**src/rtl/e2e_rtt_pkg.sv**
```systemverilog
// Shared constants, codes and types of the retransmit tracker.
// No dependencies.
package e2e_rtt_pkg;
   localparam int NUM_DEST    = 16;
   localparam int QUEUE_DEPTH = 8;
   localparam int DW          = $clog2(NUM_DEST);
   localparam int QW          = (QUEUE_DEPTH > 1) ? $clog2(QUEUE_DEPTH) : 1;
   localparam int FW          = $clog2(QUEUE_DEPTH + 1);
   localparam int MEM_DEPTH   = NUM_DEST * QUEUE_DEPTH;
   localparam int AW          = $clog2(MEM_DEPTH);

   localparam logic [15:0] LIMIT_RESET = 16'd1024;

   localparam logic [1:0] FUNC_INJECT = 2'd0;
   localparam logic [1:0] FUNC_ACK    = 2'd1;
   localparam logic [1:0] FUNC_TICK   = 2'd2;

   typedef struct packed {
      logic [15:0] id;
      logic [3:0]  src;
      logic [31:0] stime;
   } entry_type;

   typedef struct packed {
      logic          load;
      logic          rd_en;
      logic [QW-1:0] rd_slot;
      logic          wr_en;
      logic [QW-1:0] wr_slot;
      logic          wr_shift;
      logic [DW-1:0] dest;
      logic          tick_upd;
      logic          fill_inc;
      logic          fill_dec;
      logic          head_inc;
      logic          clr_timer;
      logic          out_load;
   } cmd_type;

   typedef struct packed {
      logic [1:0]    func;
      logic          is_ack;
      logic          peer_ok;
      logic [DW-1:0] peer;
      logic [FW-1:0] fill;
      logic          hit;
      logic          emit;
      logic          out_free;
   } sts_type;
endpackage

```
**src/rtl/e2e_rtt_ctrl.sv**
```systemverilog
// Controller: sequences search, insert, removal and the tick walk over the datapath.
// Depends on e2e_rtt_pkg.
module e2e_rtt_ctrl import e2e_rtt_pkg::*; (
   input  logic    clock,
   input  logic    reset,
   input  logic    req_valid,
   output logic    req_ready,
   input  sts_type sts,
   output cmd_type cmd
);
   localparam logic [3:0] S_IDLE  = 4'd0;
   localparam logic [3:0] S_DISP  = 4'd1;
   localparam logic [3:0] S_SRCH  = 4'd2;
   localparam logic [3:0] S_SCMP  = 4'd3;
   localparam logic [3:0] S_INS   = 4'd4;
   localparam logic [3:0] S_SHRD  = 4'd5;
   localparam logic [3:0] S_SHWR  = 4'd6;
   localparam logic [3:0] S_TUPD  = 4'd7;
   localparam logic [3:0] S_TWALK = 4'd8;
   localparam logic [3:0] S_TRD   = 4'd9;

   localparam logic [DW-1:0] LAST_DEST = DW'(NUM_DEST - 1);

   logic [3:0]    state_ff, state_in;
   logic [FW-1:0] k_ff, k_in;
   logic [DW-1:0] d_ff, d_in;
   logic [FW-1:0] k_next;

   assign k_next    = k_ff + FW'(1);
   assign req_ready = (state_ff == S_IDLE);

   always_comb begin
      state_in = state_ff;
      k_in     = k_ff;
      d_in     = d_ff;
      cmd      = '0;
      cmd.dest = sts.peer;
      cmd.rd_slot = k_ff[QW-1:0];
      cmd.wr_slot = k_ff[QW-1:0];
      case (state_ff)
         S_IDLE: begin
            if (req_valid) begin
               cmd.load = 1'b1;
               state_in = S_DISP;
            end
         end
         S_DISP: begin
            k_in = '0;
            d_in = '0;
            case (sts.func)
               FUNC_INJECT: state_in = (sts.is_ack || !sts.peer_ok) ? S_IDLE : S_SRCH;
               FUNC_ACK:    state_in = sts.peer_ok ? S_SRCH : S_IDLE;
               FUNC_TICK:   state_in = S_TUPD;
               default:     state_in = S_IDLE;
            endcase
         end
         S_SRCH: begin
            if (k_ff == sts.fill) begin
               if (sts.func == FUNC_INJECT && sts.fill != FW'(QUEUE_DEPTH)) begin
                  state_in = S_INS;
               end else begin
                  state_in = S_IDLE;
               end
            end else begin
               cmd.rd_en = 1'b1;
               state_in  = S_SCMP;
            end
         end
         S_SCMP: begin
            if (!sts.hit) begin
               k_in     = k_next;
               state_in = S_SRCH;
            end else if (sts.func == FUNC_INJECT) begin
               state_in = S_IDLE;
            end else if (k_ff == '0) begin
               // head removal: advance the head pointer
               cmd.head_inc  = 1'b1;
               cmd.fill_dec  = 1'b1;
               cmd.clr_timer = 1'b1;
               state_in      = S_IDLE;
            end else begin
               state_in = S_SHRD;
            end
         end
         S_SHRD: begin
            if (k_next == sts.fill) begin
               cmd.fill_dec = 1'b1;
               state_in     = S_IDLE;
            end else begin
               cmd.rd_en   = 1'b1;
               cmd.rd_slot = k_next[QW-1:0];
               state_in    = S_SHWR;
            end
         end
         S_SHWR: begin
            cmd.wr_en    = 1'b1;
            cmd.wr_shift = 1'b1;
            k_in         = k_next;
            state_in     = S_SHRD;
         end
         S_INS: begin
            cmd.wr_en     = 1'b1;
            cmd.fill_inc  = 1'b1;
            cmd.clr_timer = (sts.fill == '0);
            state_in      = S_IDLE;
         end
         S_TUPD: begin
            cmd.tick_upd = 1'b1;
            state_in     = S_TWALK;
         end
         S_TWALK: begin
            cmd.dest    = d_ff;
            cmd.rd_slot = '0;
            if (sts.emit) begin
               cmd.rd_en = 1'b1;
               state_in  = S_TRD;
            end else if (d_ff == LAST_DEST) begin
               state_in = S_IDLE;
            end else begin
               d_in = d_ff + DW'(1);
            end
         end
         S_TRD: begin
            cmd.dest = d_ff;
            // hold the read data until the output register frees up
            if (sts.out_free) begin
               cmd.out_load = 1'b1;
               cmd.head_inc = 1'b1;
               cmd.fill_dec = 1'b1;
               if (d_ff == LAST_DEST) begin
                  state_in = S_IDLE;
               end else begin
                  d_in     = d_ff + DW'(1);
                  state_in = S_TWALK;
               end
            end
         end
         default: begin
            state_in = S_IDLE;
         end
      endcase
   end

   always_ff @(posedge clock) begin
      if (reset) begin
         state_ff <= S_IDLE;
         k_ff     <= '0;
         d_ff     <= '0;
      end else begin
         state_ff <= state_in;
         k_ff     <= k_in;
         d_ff     <= d_in;
      end
   end
endmodule

```
**config.mk**
```make
export PLATFORM = sky130hd
export DESIGN_NAME = e2e_rtt_ctrl
export DESIGN_NICKNAME = d
export VERILOG_FILES = /design/src/rtl/e2e_rtt_pkg.sv /design/src/rtl/e2e_rtt_ctrl.sv
export SDC_FILE = /design/constraint.sdc
export NUM_CORES = 1
export LEC_CHECK = 0
export BUFFER_PORTS_ARGS = -buffer_cell sky130_fd_sc_hd__buf_2
export CAP_MARGIN = 20
export CORE_MARGIN = 5
export CORE_UTILIZATION = 45
export CTS_BUF_LIST = sky130_fd_sc_hd__clkbuf_16
export DETAILED_ROUTE_END_ITERATION = 8
export PLACE_DENSITY = 0.76
export SLEW_MARGIN = 20
export SYNTH_ARGS = -nofsm -noshare
export SYNTH_HDL_FRONTEND = slang
export SYNTH_SLANG_ARGS = --single-unit
```
**constraint.sdc**
```tcl
create_clock -name clock -period 2.5 [get_ports clock]
set_input_delay 0.5 -clock clock [delete_from_list [all_inputs] [get_ports clock]]
set_output_delay 0.5 -clock clock [all_outputs]
set_load 0.05 [all_outputs]
```
After elaboration in Yosys (flattened, before gate mapping). Index checks and enable logic that the tools add are counted.

Add/subtract/negate cells: 2. Equality and inequality tests: 20. Multiplexer cells: 43. Reductions and logical operators: 14.

Operator list (count): $mux 4 (13); $pmux 4 s9 (1); $pmux 4 s3 (2); $mux 3 (7); $eq 4x3->1 const B (4); $eq 4x4->1 const B (3); $logic_not 4->1 (3); $mux 1 (11); $pmux 3 s3 (1); $add 4x1->4 const B (2); $eq 4x2->1 const B (2); $eq 4x4->1 (2); $ne 2x2->1 const B (4); $mux 2 (3); $pmux 1 s3 (2); $pmux 3 s2 (1); $reduce_and 3->1 (2); $reduce_bool 3->1 (2); $eq 4x1->1 const B (1); $ne 4x4->1 const B (1); $pmux 1 s2 (2); $reduce_or 2->1 (2); $ne 3x3->1 const B (1); $eq 2x1->1 const B (1); other kinds (6) (6).

Register bits: 12. Input port bits: 18. Output and inout bits: 21. Word-level logic and storage cells: 82.

Longest topological paths before layout.
Depth after elaboration: 5. Mapped depth: 6. Gate-level depth less buffers: 6.

Worst setup path after synthesis. Ideal clock, no wire load.

Path type: flip-flop to output port. Start: reg state_ff[0]. End: out cmd[1] (netlist bit). Data arrival time: 3.054 ns. Required time: 2.000 ns. Setup slack: -1.054 ns. Stages on the path, launching flop included: 6. Buffers on the path: 1. Cell sequence: dfxtp_1 -> buf_2 -> or2b_1 -> nor3_1 -> nand2_1 -> o21ai_0.

RTL lines: start, declared (line e2e_rtt_ctrl.sv:24) `logic [3:0] state_ff, state_in;`; start signal, assigned (line e2e_rtt_ctrl.sv:150) `state_ff <= state_in;`; end, declared (line e2e_rtt_ctrl.sv:9) `output cmd_type cmd`.

==> metrics.txt <==
via count between 1000 and 1500; slowest cell delay on critical path about 320 ps; CTS Root Cell clkbuf_16; core area 0.00271 mm2; first-pass GRT wire length ~5.8 mm; Critical Path Start Type flip-flop; Synth area leaders dfxtp_1 (19%), nor3_1 (5.2%), nor2_1 (5.1%); H-tree depth 1; Critical Path, Cell by Cell buf_4, ha_1, inv_1, xnor2_2, a31o_2, o221ai_2, buf_6; LEAKAGE between 0.7 and 0.8 nW; initial core utilization 0.465; NetSw roughly 0.61 mW; synthesis-stage register bit count 12; Flop pwr share 0.189; Hold Path Cell Cnt 2; Clk pwr share 0.214; Post-DP HPWL around 2.5 mm; clk slew on worst S/H paths approximately 40 ps; R2R Path End state_ff[0]; Wirelength per Cell 14.6 um; hold path startpoint d_ff[3]; reg-to-reg critical path startpoint state_ff[3]; setup TNS 0 ps; post-layout util 0.605; Logic pwr share 0.597; hold crit path type flip-flop to flip-flop; # fillers 270; Reg2Reg Depth 5; die width 62.9 um; Post-synth EDFFs 0; top cell type's share of synthesized area 0.190; FFs w/ async S/R, synth 0; Die Y 62.9 um; Setup-failing EPs final 0; Worst-Skew Late Latency between 200 and 250 ps; First-pass DRT Iterations 4; ANT nets after route 0; final-stage net count 230; vias per std cell 5.94; placer congestion estimate around 0.9; Total Routing Usage GR 0.171; run status complete, no violations; WS Path Type flip-flop to output port; pin count of the biggest net entering global routing 22; Switching Fraction 0.463; Mean Syn Cell Area 7.42 um2; mapped cell area 0.00126 mm2; post-synthesis sequential area ratio 0.190; CP Data Arrival Time between 1500 and 2000 ps; max frequency ~400 MHz; dominant synthesized flop cell dfxtp_1; commonest non-fill, non-tap cells in the layout buf_2 (35), nor2_1 (16), nand2_1 (12), nor3_1 (12), dfxtp_1 (11); vias in the first global route 1331; Placed Instances 235; Worst-Margin Slew approximately 630 ps; Ys Warns 0; area leader, netlist dfxtp_1; CTS sink count 12; CP top delay family compound AO/OA/AOI/OAI gates; commonest non-fill, non-tap cell in the layout buf_2; # hold bufs at CTS 0; Final Slew Violations 0; # rows 19; period utilization 0.977; MaxCap Viol Count 0; Synth Net Count roughly 190; layout cell share with drive strength beyond 1 0.338; DR iter-0 viols 60; cell internal pwr approximately 0.71 mW; CP Capture Type output port; Final Non-Filler Cells ~240; clock skew between 0.5 and 0.6 ps; grt total ovfl 0; Slew HR 0.581; Residual DRC 0; total CTS buffers 3; Yosys cell types 50; Worst Hold End d_ff[3]; final WL 3.47 mm; CP bufs+invs 3; Synth Instances 170; WHS 482 ps; clock buffer depth 2; crit path time final 2440 ps; I/O pin count 39; initial antenna violation count 0; I/O Buffers 38; PD cells just over 800 mW/mm2; WP data required approximately 2000 ps; critical path's slowest cell a31o_2; Layout area overhead 30.0%; ant diodes 0; r2r setup slk around 750 ps; worst IR drop on VDD ~0.93 mV; die area between 0.003 and 0.004 mm2; crit-path max FO 5; CTS tree built; Final Hold Vio Count 0
## per-stage QoR
step                setup WS [ps]  power [mW]  instance area (um2)
finish                       56.6        1.33                 1640
global route                -30.3        1.43                 1640
CTS                          16.5        1.33                 1610
detailed placement            224        1.03                 1530
global placement              247        1.03                 1530
floorplan                   -6.95       0.880                 1300
## power groups by stage
stage / Clock [mW] / Combinational, mW / Sequential, mW
finish: 0.284 / 0.792 / 0.251
global route: 0.308 / 0.861 / 0.256
detailed placement: 0 / 0.781 / 0.251
global placement: 0 / 0.776 / 0.251
floorplan: 0 / 0.642 / 0.238
CTS: 0.295 / 0.787 / 0.248
## worst max-delay path by stage
stage	startpoint	to	cells past startpoint	slack, ps
finish	k_ff[0]	cmd[16]	7	60
global route	k_ff[0]	cmd[16]	7	-30
CTS	k_ff[0]	cmd[15]	7	20
detailed placement	k_ff[0]	cmd[15]	7	220
global placement	sts[5]	cmd[15]	6	250
floorplan	state_ff[3]	cmd[1]	5	-7
## cell type report
| type | count | area (um2) | area share |
|---|---|---|---|
| tap | 31 | 38.8 | 0.0237 |
| sequential | 12 | 241 | 0.147 |
| timing repair buffer | 46 | 265 | 0.162 |
| multi-input combinational | 140 | 996 | 0.608 |
| inverter | 6 | 22.5 | 0.0137 |
| clock buffer | 3 | 75.1 | 0.0458 |
## metal layers
layer  routed length [um]  track usage  vias up
met4                   45       0.0371        0
met5                    0            0        -
li1                     -            -      691
met1                 1520        0.220      672
met2                 1710        0.285       44
met3                  197       0.0450        6
## Yosys cell counts (2+ instances only)
master and n:
o21ai_0 5, a211oi_1 3, nor2_1 17, a21o_1 2, nand2b_1 10, a31oi_1 3
nand3b_1 3, a2bb2oi_1 2, and2_1 2, xnor2_1 7, or3b_1 3, nor4b_2 2
nor2b_1 2, nor4_1 3, o21a_1 2, buf_4 3, nand2_1 12, nand4_1 3
buf_2 7, a211o_1 2, a21oi_1 6, or3_1 3, inv_1 6, nor3_1 13
dfxtp_1 12, mux2i_1 3, mux2_2 4, nor3b_1 2, nand3_1 5, ha_1 3
## flip-flops by register name (all words and copies together), names as in the netlist
name / count
d_ff: 4
k_ff: 4
state_ff: 4
## worst register-to-register path, cell delays in order, from the launching register on
cell and delay [ps]:
dfxtp_1 310, buf_4 240, or3b_1 530, nor4b_2 310, a2111oi_0 120, a2bb2oi_1 160
## what timing repair did
| item | 4_1_cts | 5_1_grt |
|---|---|---|
| buffers inserted | 0 | 0 |
| pin swaps | 0 | 1 |
| resized for setup | 3 | 8 |
| setup endpoints to repair | 3 | 5 |
## cells by family after synthesis
kind of cell,after synthesis,share of synthesized area
muxes,8,0.0714
and+or+nand+nor,86,0.385
DFF,12,0.190
xor gates and xnor gates,8,0.0556
AOI/OAI and AO/OA,35,0.198
buffers and inverters,18,0.0694
adders and majority gates,3,0.0298
Power figures use the tool's default switching activity.
